<file path="src/sv/slnu_pkg.sv">
// Shared constants, field layout and unit interface types of the loop normalizer.
package slnu_pkg;

    localparam int MAX_DIMS  = 7;
    localparam int DIM_W     = (MAX_DIMS > 1) ? $clog2(MAX_DIMS) : 1;

    localparam int IDX_W     = 32;
    localparam int STEP_W    = 31;
    localparam int COUNT_W   = 33;
    localparam int WORD_W    = 64;
    localparam int KEPT_W    = 3;
    localparam int FIRST_W   = 32;

    // The narrow multiplier operand is a magnitude of up to 2^32.
    localparam int SMALL_W   = 33;
    localparam int PROD_W    = WORD_W + SMALL_W;
    localparam int MUL_STEPS = SMALL_W;
    localparam int MUL_CNT_W = $clog2(MUL_STEPS + 1);
    localparam int DIV_STEPS = COUNT_W;
    localparam int DIV_CNT_W = $clog2(DIV_STEPS + 1);

    localparam int S_TDATA_W = 160;
    localparam int M_TDATA_W = 168;

    // Result tdata layout.
    localparam int OUT_COUNT_LSB  = 0;
    localparam int OUT_STRIDE_LSB = OUT_COUNT_LSB + COUNT_W;
    localparam int OUT_OFFSET_LSB = OUT_STRIDE_LSB + WORD_W;
    localparam int OUT_KEPT_LSB   = OUT_OFFSET_LSB + WORD_W;
    localparam int OUT_OVF_BIT    = OUT_KEPT_LSB + KEPT_W;

    localparam logic KIND_LOOP    = 1'b0;
    localparam logic KIND_SUMMARY = 1'b1;

    typedef struct packed {
        logic                start;
        logic [WORD_W-1:0]   big;
        logic [SMALL_W-1:0]  small_mag;
        logic                small_neg;
    } mul_req_t;

    typedef struct packed {
        logic                done;
        logic [WORD_W-1:0]   prod;
        logic                ovf;
    } mul_rsp_t;

    typedef struct packed {
        logic                start;
        logic [COUNT_W-1:0]  dividend;
        logic [STEP_W-1:0]   divisor;
    } div_req_t;

    typedef struct packed {
        logic                done;
        logic [COUNT_W-1:0]  quot;
    } div_rsp_t;

endpackage

</file>
<file path="src/sv/strided_subarray_loop_normalizer_unit.sv">
// Strided sub-array loop normalizer: one dimension per input transaction, flat loops out.
//
// Each input transaction describes one dimension of a strided view, first dimension first,
// with tlast on the last one (the seventh dimension always ends the descriptor). The block
// emits a loop entry for every dimension whose count is not one and, after the last
// dimension, a summary (tuser high, tlast high) with the start offset and the number of kept
// loops, preceded by a count-one loop entry if no loop was kept. All products go through one
// shared shift-add multiplier that retires one bit per cycle. Each dimension runs the stride
// and offset multiplies and an add; an inner dimension then emits its loop entry, if any,
// and scales the running multiplier by the extent, while the last dimension writes its
// results. Each result also waits
// while the output register still holds an earlier one. The count divider runs alongside
// the first multiply. s_axis_tready is high only between dimensions; a result waiting in
// the output register holds up the block only once the next result is ready to be written.
module strided_subarray_loop_normalizer_unit (
    input  logic                           aclk,
    input  logic                           aresetn,
    input  logic                           s_axis_tvalid,
    output logic                           s_axis_tready,
    // base_begin[31:0], base_end[63:32], view_begin[95:64], view_end[127:96],
    // step[158:128], zero pad[159]
    input  logic [slnu_pkg::S_TDATA_W-1:0] s_axis_tdata,
    input  logic                           s_axis_tlast,   // final_dim
    output logic                           m_axis_tvalid,
    input  logic                           m_axis_tready,
    // loop_count[32:0], loop_stride[96:33], start_offset[160:97], kept_loops[163:161],
    // overflow[164], zero pad[167:165]
    output logic [slnu_pkg::M_TDATA_W-1:0] m_axis_tdata,
    output logic                           m_axis_tuser,   // kind
    output logic                           m_axis_tlast    // last
);
    import slnu_pkg::*;

    typedef enum logic [8:0] {
        ST_IDLE     = 9'b000000001,
        ST_MUL_STR  = 9'b000000010,
        ST_MUL_OFF  = 9'b000000100,
        ST_ADD      = 9'b000001000,
        ST_DECIDE   = 9'b000010000,
        ST_LOOP_OUT = 9'b000100000,
        ST_FILL_OUT = 9'b001000000,
        ST_SUM_OUT  = 9'b010000000,
        ST_MUL_RM   = 9'b100000000
    } state_t;

    state_t state_reg, state_next;

    // Descriptor state.
    logic [WORD_W-1:0]  rmul_reg, rmul_next;
    logic [WORD_W-1:0]  offs_reg, offs_next;
    logic [KEPT_W-1:0]  kept_reg, kept_next;
    logic [DIM_W-1:0]   dim_reg, dim_next;
    logic [FIRST_W-1:0] first_reg, first_next;
    logic               ovf_reg, ovf_next;

    // Per-dimension working registers.
    logic               fin_reg, fin_next;
    logic               dneg_reg, dneg_next;
    logic [SMALL_W-1:0] omag_reg, omag_next;
    logic               oneg_reg, oneg_next;
    logic [SMALL_W-1:0] emag_reg, emag_next;
    logic               eneg_reg, eneg_next;
    logic [WORD_W-1:0]  stride_reg, stride_next;
    logic [WORD_W-1:0]  oprod_reg, oprod_next;

    // Output register.
    logic               ov_reg, ov_next;
    logic               okind_reg, okind_next;
    logic [COUNT_W-1:0] ocnt_reg, ocnt_next;
    logic [WORD_W-1:0]  ostr_reg, ostr_next;
    logic [WORD_W-1:0]  ooff_reg, ooff_next;
    logic [KEPT_W-1:0]  okept_reg, okept_next;
    logic               oovf_reg, oovf_next;
    logic               olast_reg, olast_next;

    mul_req_t mul_req;
    mul_rsp_t mul_rsp;
    div_req_t div_req;
    div_rsp_t div_rsp;

    logic               s_accept;
    logic               out_free;
    logic               post;
    logic [STEP_W-1:0]  st_in;
    logic [IDX_W:0]     diff_in;
    logic [IDX_W:0]     off_in;
    logic [IDX_W+1:0]   ext_in;
    logic [IDX_W+1:0]   ext_abs;
    logic [IDX_W:0]     dmag_in;
    logic [WORD_W-1:0]  add_sum;

    logic [IDX_W-1:0]   bb_in, be_in, vb_in, ve_in;

    assign bb_in = s_axis_tdata[31:0];
    assign be_in = s_axis_tdata[63:32];
    assign vb_in = s_axis_tdata[95:64];
    assign ve_in = s_axis_tdata[127:96];

    assign s_axis_tready = (state_reg == ST_IDLE);
    assign s_accept      = s_axis_tvalid && s_axis_tready;
    assign out_free      = !ov_reg || m_axis_tready;

    // A zero step counts as one.
    assign st_in   = (s_axis_tdata[158:128] == '0) ? STEP_W'(1) : s_axis_tdata[158:128];
    assign diff_in = {ve_in[IDX_W-1], ve_in} - {vb_in[IDX_W-1], vb_in};
    assign dmag_in = diff_in[IDX_W] ? (~diff_in + 1'b1) : diff_in;
    assign off_in  = {vb_in[IDX_W-1], vb_in} - {bb_in[IDX_W-1], bb_in};
    assign ext_in  = {{2{be_in[IDX_W-1]}}, be_in} - {{2{bb_in[IDX_W-1]}}, bb_in}
                     + (IDX_W+2)'(1);
    assign ext_abs = ext_in[IDX_W+1] ? (~ext_in + 1'b1) : ext_in;
    assign add_sum = offs_reg + oprod_reg;

    always_comb begin
        state_next  = state_reg;
        rmul_next   = rmul_reg;
        offs_next   = offs_reg;
        kept_next   = kept_reg;
        dim_next    = dim_reg;
        first_next  = first_reg;
        ovf_next    = ovf_reg;
        fin_next    = fin_reg;
        dneg_next   = dneg_reg;
        omag_next   = omag_reg;
        oneg_next   = oneg_reg;
        emag_next   = emag_reg;
        eneg_next   = eneg_reg;
        stride_next = stride_reg;
        oprod_next  = oprod_reg;
        ov_next     = ov_reg && !m_axis_tready;
        okind_next  = okind_reg;
        ocnt_next   = ocnt_reg;
        ostr_next   = ostr_reg;
        ooff_next   = ooff_reg;
        okept_next  = okept_reg;
        oovf_next   = oovf_reg;
        olast_next  = olast_reg;
        post        = 1'b0;

        mul_req.start     = 1'b0;
        mul_req.big       = rmul_reg;
        mul_req.small_mag = {2'b00, st_in};
        mul_req.small_neg = 1'b0;
        div_req.start     = 1'b0;
        div_req.dividend  = dmag_in;
        div_req.divisor   = st_in;

        unique case (state_reg)
            ST_IDLE: begin
                if (s_accept) begin
                    fin_next      = s_axis_tlast || (dim_reg == DIM_W'(MAX_DIMS - 1));
                    dneg_next     = diff_in[IDX_W];
                    oneg_next     = off_in[IDX_W];
                    omag_next     = off_in[IDX_W] ? (~off_in + 1'b1) : off_in;
                    eneg_next     = ext_in[IDX_W+1];
                    emag_next     = ext_abs[SMALL_W-1:0];
                    if (dim_reg == '0) begin
                        first_next = {1'b0, st_in};
                    end
                    div_req.start = 1'b1;
                    mul_req.start = 1'b1;
                    state_next    = ST_MUL_STR;
                end
            end
            ST_MUL_STR: begin
                mul_req.small_mag = omag_reg;
                mul_req.small_neg = oneg_reg;
                if (mul_rsp.done) begin
                    stride_next   = mul_rsp.prod;
                    ovf_next      = ovf_reg | mul_rsp.ovf;
                    mul_req.start = 1'b1;
                    state_next    = ST_MUL_OFF;
                end
            end
            ST_MUL_OFF: begin
                if (mul_rsp.done) begin
                    oprod_next = mul_rsp.prod;
                    ovf_next   = ovf_reg | mul_rsp.ovf;
                    state_next = ST_ADD;
                end
            end
            ST_ADD: begin
                offs_next = add_sum;
                if ((offs_reg[WORD_W-1] == oprod_reg[WORD_W-1]) &&
                    (add_sum[WORD_W-1] != offs_reg[WORD_W-1])) begin
                    ovf_next = 1'b1;
                end
                state_next = ST_DECIDE;
            end
            ST_DECIDE: begin
                // The count is one exactly when the truncated quotient is zero.
                if (div_rsp.done) begin
                    if (div_rsp.quot != '0) begin
                        state_next = ST_LOOP_OUT;
                    end else begin
                        post = 1'b1;
                    end
                end
            end
            ST_LOOP_OUT: begin
                if (out_free) begin
                    ov_next    = 1'b1;
                    okind_next = KIND_LOOP;
                    // A reversed view that spans at least one step is kept as empty.
                    ocnt_next  = dneg_reg ? '0 : (div_rsp.quot + 1'b1);
                    ostr_next  = stride_reg;
                    ooff_next  = '0;
                    okept_next = '0;
                    oovf_next  = ovf_reg;
                    olast_next = 1'b0;
                    kept_next  = kept_reg + 1'b1;
                    post       = 1'b1;
                end
            end
            ST_FILL_OUT: begin
                if (out_free) begin
                    ov_next    = 1'b1;
                    okind_next = KIND_LOOP;
                    ocnt_next  = COUNT_W'(1);
                    ostr_next  = {{(WORD_W-FIRST_W){1'b0}}, first_reg};
                    ooff_next  = '0;
                    okept_next = '0;
                    oovf_next  = ovf_reg;
                    olast_next = 1'b0;
                    state_next = ST_SUM_OUT;
                end
            end
            ST_SUM_OUT: begin
                if (out_free) begin
                    ov_next    = 1'b1;
                    okind_next = KIND_SUMMARY;
                    ocnt_next  = '0;
                    ostr_next  = '0;
                    ooff_next  = offs_reg;
                    okept_next = (kept_reg == '0) ? KEPT_W'(1) : kept_reg;
                    oovf_next  = ovf_reg;
                    olast_next = 1'b1;
                    rmul_next  = WORD_W'(1);
                    offs_next  = '0;
                    kept_next  = '0;
                    dim_next   = '0;
                    first_next = '0;
                    ovf_next   = 1'b0;
                    state_next = ST_IDLE;
                end
            end
            ST_MUL_RM: begin
                if (mul_rsp.done) begin
                    rmul_next  = mul_rsp.prod;
                    ovf_next   = ovf_reg | mul_rsp.ovf;
                    dim_next   = dim_reg + 1'b1;
                    state_next = ST_IDLE;
                end
            end
            default: begin
                state_next = ST_IDLE;
            end
        endcase

        // After the loop decision: close the descriptor or scale the running multiplier.
        if (post) begin
            if (fin_reg) begin
                state_next = (kept_next == '0) ? ST_FILL_OUT : ST_SUM_OUT;
            end else begin
                mul_req.start     = 1'b1;
                mul_req.small_mag = emag_reg;
                mul_req.small_neg = eneg_reg;
                state_next        = ST_MUL_RM;
            end
        end
    end

    always_ff @(posedge aclk) begin
        if (!aresetn) begin
            state_reg <= ST_IDLE;
            rmul_reg  <= WORD_W'(1);
            offs_reg  <= '0;
            kept_reg  <= '0;
            dim_reg   <= '0;
            first_reg <= '0;
            ovf_reg   <= 1'b0;
            ov_reg    <= 1'b0;
        end else begin
            state_reg <= state_next;
            rmul_reg  <= rmul_next;
            offs_reg  <= offs_next;
            kept_reg  <= kept_next;
            dim_reg   <= dim_next;
            first_reg <= first_next;
            ovf_reg   <= ovf_next;
            ov_reg    <= ov_next;
        end
        fin_reg    <= fin_next;
        dneg_reg   <= dneg_next;
        omag_reg   <= omag_next;
        oneg_reg   <= oneg_next;
        emag_reg   <= emag_next;
        eneg_reg   <= eneg_next;
        stride_reg <= stride_next;
        oprod_reg  <= oprod_next;
        okind_reg  <= okind_next;
        ocnt_reg   <= ocnt_next;
        ostr_reg   <= ostr_next;
        ooff_reg   <= ooff_next;
        okept_reg  <= okept_next;
        oovf_reg   <= oovf_next;
        olast_reg  <= olast_next;
    end

    slnu_mul u_mul (
        .aclk    (aclk),
        .aresetn (aresetn),
        .req     (mul_req),
        .rsp     (mul_rsp)
    );

    slnu_div u_div (
        .aclk    (aclk),
        .aresetn (aresetn),
        .req     (div_req),
        .rsp     (div_rsp)
    );

    assign m_axis_tvalid = ov_reg;
    assign m_axis_tuser  = okind_reg;
    assign m_axis_tlast  = olast_reg;
    assign m_axis_tdata  = {{(M_TDATA_W-OUT_OVF_BIT-1){1'b0}}, oovf_reg, okept_reg,
                            ooff_reg, ostr_reg, ocnt_reg};

endmodule

</file>
<file path="src/sv/slnu_mul.sv">
// Shift-add signed multiplier, one multiplier bit per cycle, with signed 64-bit overflow check.
module slnu_mul (
    input  logic              aclk,
    input  logic              aresetn,
    input  slnu_pkg::mul_req_t req,
    output slnu_pkg::mul_rsp_t rsp
);
    import slnu_pkg::*;

    logic [WORD_W-1:0]    mag_reg, mag_next;
    logic                 neg_reg, neg_next;
    logic [PROD_W-1:0]    acc_reg, acc_next;
    logic [MUL_CNT_W-1:0] cnt_reg, cnt_next;
    logic                 busy_reg, busy_next;
    logic                 done_reg, done_next;
    logic [WORD_W:0]      sum;
    logic [WORD_W-1:0]    low;
    logic [WORD_W-1:0]    limit;

    always_comb begin
        sum       = {1'b0, acc_reg[PROD_W-1:SMALL_W]} + {1'b0, mag_reg};
        mag_next  = mag_reg;
        neg_next  = neg_reg;
        acc_next  = acc_reg;
        cnt_next  = cnt_reg;
        busy_next = busy_reg;
        done_next = done_reg;
        if (req.start) begin
            mag_next  = req.big[WORD_W-1] ? (~req.big + 1'b1) : req.big;
            neg_next  = req.big[WORD_W-1] ^ req.small_neg;
            acc_next  = {{WORD_W{1'b0}}, req.small_mag};
            cnt_next  = MUL_CNT_W'(MUL_STEPS);
            busy_next = 1'b1;
            done_next = 1'b0;
        end else if (busy_reg) begin
            acc_next = {(acc_reg[0] ? sum : {1'b0, acc_reg[PROD_W-1:SMALL_W]}),
                        acc_reg[SMALL_W-1:1]};
            cnt_next = cnt_reg - 1'b1;
            if (cnt_reg == MUL_CNT_W'(1)) begin
                busy_next = 1'b0;
                done_next = 1'b1;
            end
        end
    end

    always_ff @(posedge aclk) begin
        if (!aresetn) begin
            busy_reg <= 1'b0;
            done_reg <= 1'b0;
        end else begin
            busy_reg <= busy_next;
            done_reg <= done_next;
        end
        mag_reg <= mag_next;
        neg_reg <= neg_next;
        acc_reg <= acc_next;
        cnt_reg <= cnt_next;
    end

    // The exact product is a magnitude and a sign; the negative range reaches one further.
    assign low      = acc_reg[WORD_W-1:0];
    assign limit    = neg_reg ? {1'b1, {(WORD_W-1){1'b0}}} : {1'b0, {(WORD_W-1){1'b1}}};
    assign rsp.done = done_reg;
    assign rsp.prod = neg_reg ? (~low + 1'b1) : low;
    assign rsp.ovf  = (|acc_reg[PROD_W-1:WORD_W]) || (low > limit);

endmodule

</file>
<file path="src/sv/slnu_div.sv">
// Restoring unsigned divider, one quotient bit per cycle.
module slnu_div (
    input  logic              aclk,
    input  logic              aresetn,
    input  slnu_pkg::div_req_t req,
    output slnu_pkg::div_rsp_t rsp
);
    import slnu_pkg::*;

    logic [STEP_W-1:0]    rem_reg, rem_next;
    logic [STEP_W-1:0]    dvs_reg, dvs_next;
    logic [COUNT_W-1:0]   quo_reg, quo_next;
    logic [DIV_CNT_W-1:0] cnt_reg, cnt_next;
    logic                 busy_reg, busy_next;
    logic                 done_reg, done_next;
    logic [STEP_W:0]      shifted;
    logic [STEP_W:0]      trial;
    logic                 ge;

    always_comb begin
        shifted   = {rem_reg, quo_reg[COUNT_W-1]};
        trial     = shifted - {1'b0, dvs_reg};
        ge        = shifted >= {1'b0, dvs_reg};
        rem_next  = rem_reg;
        dvs_next  = dvs_reg;
        quo_next  = quo_reg;
        cnt_next  = cnt_reg;
        busy_next = busy_reg;
        done_next = done_reg;
        if (req.start) begin
            rem_next  = '0;
            dvs_next  = req.divisor;
            quo_next  = req.dividend;
            cnt_next  = DIV_CNT_W'(DIV_STEPS);
            busy_next = 1'b1;
            done_next = 1'b0;
        end else if (busy_reg) begin
            rem_next = ge ? trial[STEP_W-1:0] : shifted[STEP_W-1:0];
            quo_next = {quo_reg[COUNT_W-2:0], ge};
            cnt_next = cnt_reg - 1'b1;
            if (cnt_reg == DIV_CNT_W'(1)) begin
                busy_next = 1'b0;
                done_next = 1'b1;
            end
        end
    end

    always_ff @(posedge aclk) begin
        if (!aresetn) begin
            busy_reg <= 1'b0;
            done_reg <= 1'b0;
        end else begin
            busy_reg <= busy_next;
            done_reg <= done_next;
        end
        rem_reg <= rem_next;
        dvs_reg <= dvs_next;
        quo_reg <= quo_next;
        cnt_reg <= cnt_next;
    end

    assign rsp.done = done_reg;
    assign rsp.quot = quo_reg;

endmodule

</file>
<file path="config.mk">
export PLATFORM = sky130hd
export DESIGN_NAME = strided_subarray_loop_normalizer_unit
export DESIGN_NICKNAME = d
export VERILOG_FILES = /design/src/sv/slnu_pkg.sv /design/src/sv/strided_subarray_loop_normalizer_unit.sv /design/src/sv/slnu_mul.sv /design/src/sv/slnu_div.sv
export SDC_FILE = /design/constraint.sdc
export NUM_CORES = 2
export LEC_CHECK = 0
export ABC_CLOCK_PERIOD_IN_PS = 9300
export BUFFER_PORTS_ARGS = -buffer_cell sky130_fd_sc_hd__buf_4
export CORE_ASPECT_RATIO = 1.2
export CORE_MARGIN = 2
export CORE_UTILIZATION = 52
export CTS_CLUSTER_DIAMETER = 50
export DETAILED_ROUTE_END_ITERATION = 10
export PLACE_DENSITY = 0.67
export SLEW_MARGIN = 20
export SYNTH_ARGS = -nofsm -noshare
export SYNTH_HDL_FRONTEND = slang
export SYNTH_SLANG_ARGS = --single-unit
</file>
<file path="constraint.sdc">
create_clock -name aclk -period 9.3 [get_ports aclk]
set_input_delay 0.93 -clock aclk [delete_from_list [all_inputs] [get_ports aclk]]
set_output_delay 0.93 -clock aclk [all_outputs]
set_load 0.02 [all_outputs]
</file>
==> results.tsv <==
stage	metric	value	unit
sta	post-route-period-util	56.3	%
sta	clock.fmax	191	MHz
clocking	cts.hold.buffers_added	0	
critical_path	critical-path-top-delay-family	buffers and inverters	
outcome	status	finished clean	
power_and_ir_drop	powerDensity	238	nW/um^2
sta	holdWs	0.481	ns
yosys	synth.distinct_cells	85	
floorplan	std_cell_rows	126	
clocking	clk_pin_slew	0.06	ns
sta	final_max_slew_viol_count	0	
floorplan	die_h	348	um
critical_path	worstSetupPathType	flop to flop	
power_and_ir_drop	p_leak	23.2	nW
clocking	clkLatencyLatePin	0.67	ns
power_and_ir_drop	total_power	13.7	mW
route	viasPerCell	5.95	
clocking	cts_max_level	3	
sta	final.setup_skew	0.0273	ns
route	drc	0	
placed_design	place_congestion	0.963	
yosys	synth_common_cells	edfxtp_1, nand2_1, o21ai_0	
final_layout	multi_input_area	27900	sq um
yosys	yosys.area_share.simple	16.2	%
worst_hold_path	hold_start	offs_reg[41]$_SDFFE_PN0P_	
critical_path	worst-path-buf-inv	7	
global_routing	grt_pass1_wl	232000	um
clocking	cts_tree	done	
critical_path	slowest_stage	buf_4	
final_layout	drive_gt1_share	10.7	%
yosys	synth_top_family_by_area	compound AO/OA/AOI/OAI gates	
floorplan	die_w	290	um
yosys	yosysMostFrequentCell	edfxtp_1	
clocking	post_cts_buffers	0	
critical_path	cp_cell_sequence	inv_1, ha_1, nor4bb_1, nand4_1, nor4_1, nand4_1, nor2_1, nor2_1, or2_2, buf_4, inv_1, nor3_2, buf_4, inv_4, buf_4, buf_4	
final_layout	largest_reg_flops	97	
critical_path	critical-path-max-stage-delay	0.57	ns
sta	hold_viol	0	
global_routing	grt_max_degree	91	
yosys	yosys.area.top_type	edfxtp_1	
yosys	synth_mux_area_share	1.99	%
placed_design	dp_hpwl	116000	um
route	wl_per_cell	21.8	um
sta	rsz0062_at_grt	false	
yosys	async_reset_ff_share	0	%
final_layout	nets	6143	
critical_path	crit_fanout	64	
worst_hold_path	hp-class	flop to flop	
floorplan	core_area	97900	sq um
route	num_vias	41500	
floorplan	start_util	52.3	%
sta	period_needed	5.24	ns
final_layout	regArea	21500	sq um
route	drt-total-wl	152000	um
floorplan	pin_count	337	
sta	fin_tns_setup	0	ns
critical_path	required	9.60	ns
run	cap_violations	0	
sta	tightestPinTransition	1.09	ns
critical_path	cp.arrival	5.53	ns
yosys	synth-seq-cells	813	
yosys	syn_area	51200	sq um
sta	relSlewSlack	27.0	%
route	first_pass_iters	8	
clocking	cts_resized	0	
clocking	cts-root-buf	clkbuf_16	
yosys	synth_warnings	0	
clocking	cts_buffers	93	
yosys	synth_xor_area_share	7.79	%
floorplan	die-area	101000	sq um
route	antenna_left	0	
final_layout	area_growth	12.7	%
global_routing	track_usage	29.5	%
yosys	synth_edf_count	526	
global_routing	overflow	0	
yosys	synth_top_area_share	30.9	%
clocking	cts_buffer_depth	3	
yosys	synth.avg_cell_area	9.45	sq um
clocking	clock_sinks	813	
critical_path	cp-end-kind	flop	
critical_path	r2r-start	u_div.quo_reg[0]$_DFFE_PP_	
yosys	synth_area_leaders	edfxtp_1, dfxtp_1, ha_1	
yosys	yosysSeqAreaShare	42.1	%
critical_path	crit_start	u_div.quo_reg[0]$_DFFE_PP_	
placed_design	io_buffers	332	
placed_design	pre_cts_slack	3.42	ns
global_routing	grt_pass1_vias	40000	
critical_path	crit_top_cell	buf_4	
global_routing	antenna_found_initial	29	
yosys	synth_top_flop_cell	edfxtp_1	
final_layout	fill_cells	8644	
sta	setup_slack	4.06	ns
final_layout	utilization	58.9	%
sta	final-setup-viol-count	0	
yosys	synth_compound_area_share	19.1	%
power_and_ir_drop	peakVddDrop	0.000165	V
route	dr.first_iter.drc_count	2785	
critical_path	start_kind	flop	
yosys	synthAdderAreaFrac	9.21	%
yosys	syn_inst	5414	
## power by group
part | switching [mW] | total [mW] | internal (mW) | leakage (nW)
Combinational | 3.00 | 4.93 | 1.93 | 14.4
Sequential | 0.609 | 5.18 | 4.57 | 7.34
Clock | 1.55 | 3.61 | 2.06 | 1.49
Total | 5.16 | 13.7 | 8.56 | 23.2
## worst paths after layout
| kind | depth (start not counted) | to | slack (ns) |
|---|---|---|---|
| max | 16 | u_mul.mag_reg[47]$_DFFE_PN_ | 4.06 |
| min | 2 | offs_reg[41]$_SDFFE_PN0P_ | 0.48 |
| max reg2reg | 16 | u_mul.mag_reg[47]$_DFFE_PN_ | 4.06 |
| min reg2reg | 2 | offs_reg[41]$_SDFFE_PN0P_ | 0.48 |
## worst reg2reg max path: cells and delay by family, from the launching register on
| family | cells | cell delay (ns) |
|---|---|---|
| and+or+nand+nor | 8 | 1.70 |
| buffers and inverters | 7 | 2.54 |
| DFF | 1 | 0.45 |
| adders and majority gates | 1 | 0.14 |
## layout by cell type, fill, tap and decap left out, types with 43 or more instances in the layout
cell type,n
inv_1,208
a31oi_1,53
nand2_1,467
o31ai_1,54
nor4_1,47
dfxtp_1,284
a21oi_1,351
buf_4,372
and2_1,119
nor2b_1,193
o21ai_0,418
or3_1,44
a211oi_1,68
and3_1,52
nand4_1,81
a22oi_1,137
mux2i_1,102
nand3_1,82
nand2b_1,43
clkbuf_16,95
xor2_1,147
edfxtp_1,526
xnor2_1,308
a21o_1,155
nor2_1,340
nor3_1,67
ha_1,367
## through the flow
step,std cells,instance area [sq um]
floorplan,5416,51200
global placement,6790,54600
detailed placement,6790,54600
CTS,6966,57700
global route,6968,57700
finish,6974,57700
## per-layer routing
layer  GRT usage, %  up-vias  wire (um)
li1               -    20200          -
met1           34.9    19600      60800
met2           52.1     1239      74600
met3           5.80      334       9330
met4           12.9       42       7000
met5              0        -        258
## layout make-up
class | instances | area share, %
well taps | 1280 | 2.78
diodes | 8 | 0.0347
flip-flops and latches | 813 | 37.4
multi-input cells | 4112 | 48.3
clock inverters | 54 | 0.915
repair buffers | 372 | 4.84
inverters | 213 | 1.40
clock buffers | 122 | 4.37
## kinds of logic after synthesis
group,count (synthesis)
AO/OA/AOI/OAI,1528
buffers and inverters,491
multiplexers,102
flip-flops,813
AND/OR/NAND/NOR,1651
XOR/XNOR,455
adder cells (fa/ha/maj),373
other,1
Note: power is estimated with default switching activity, not from simulation.
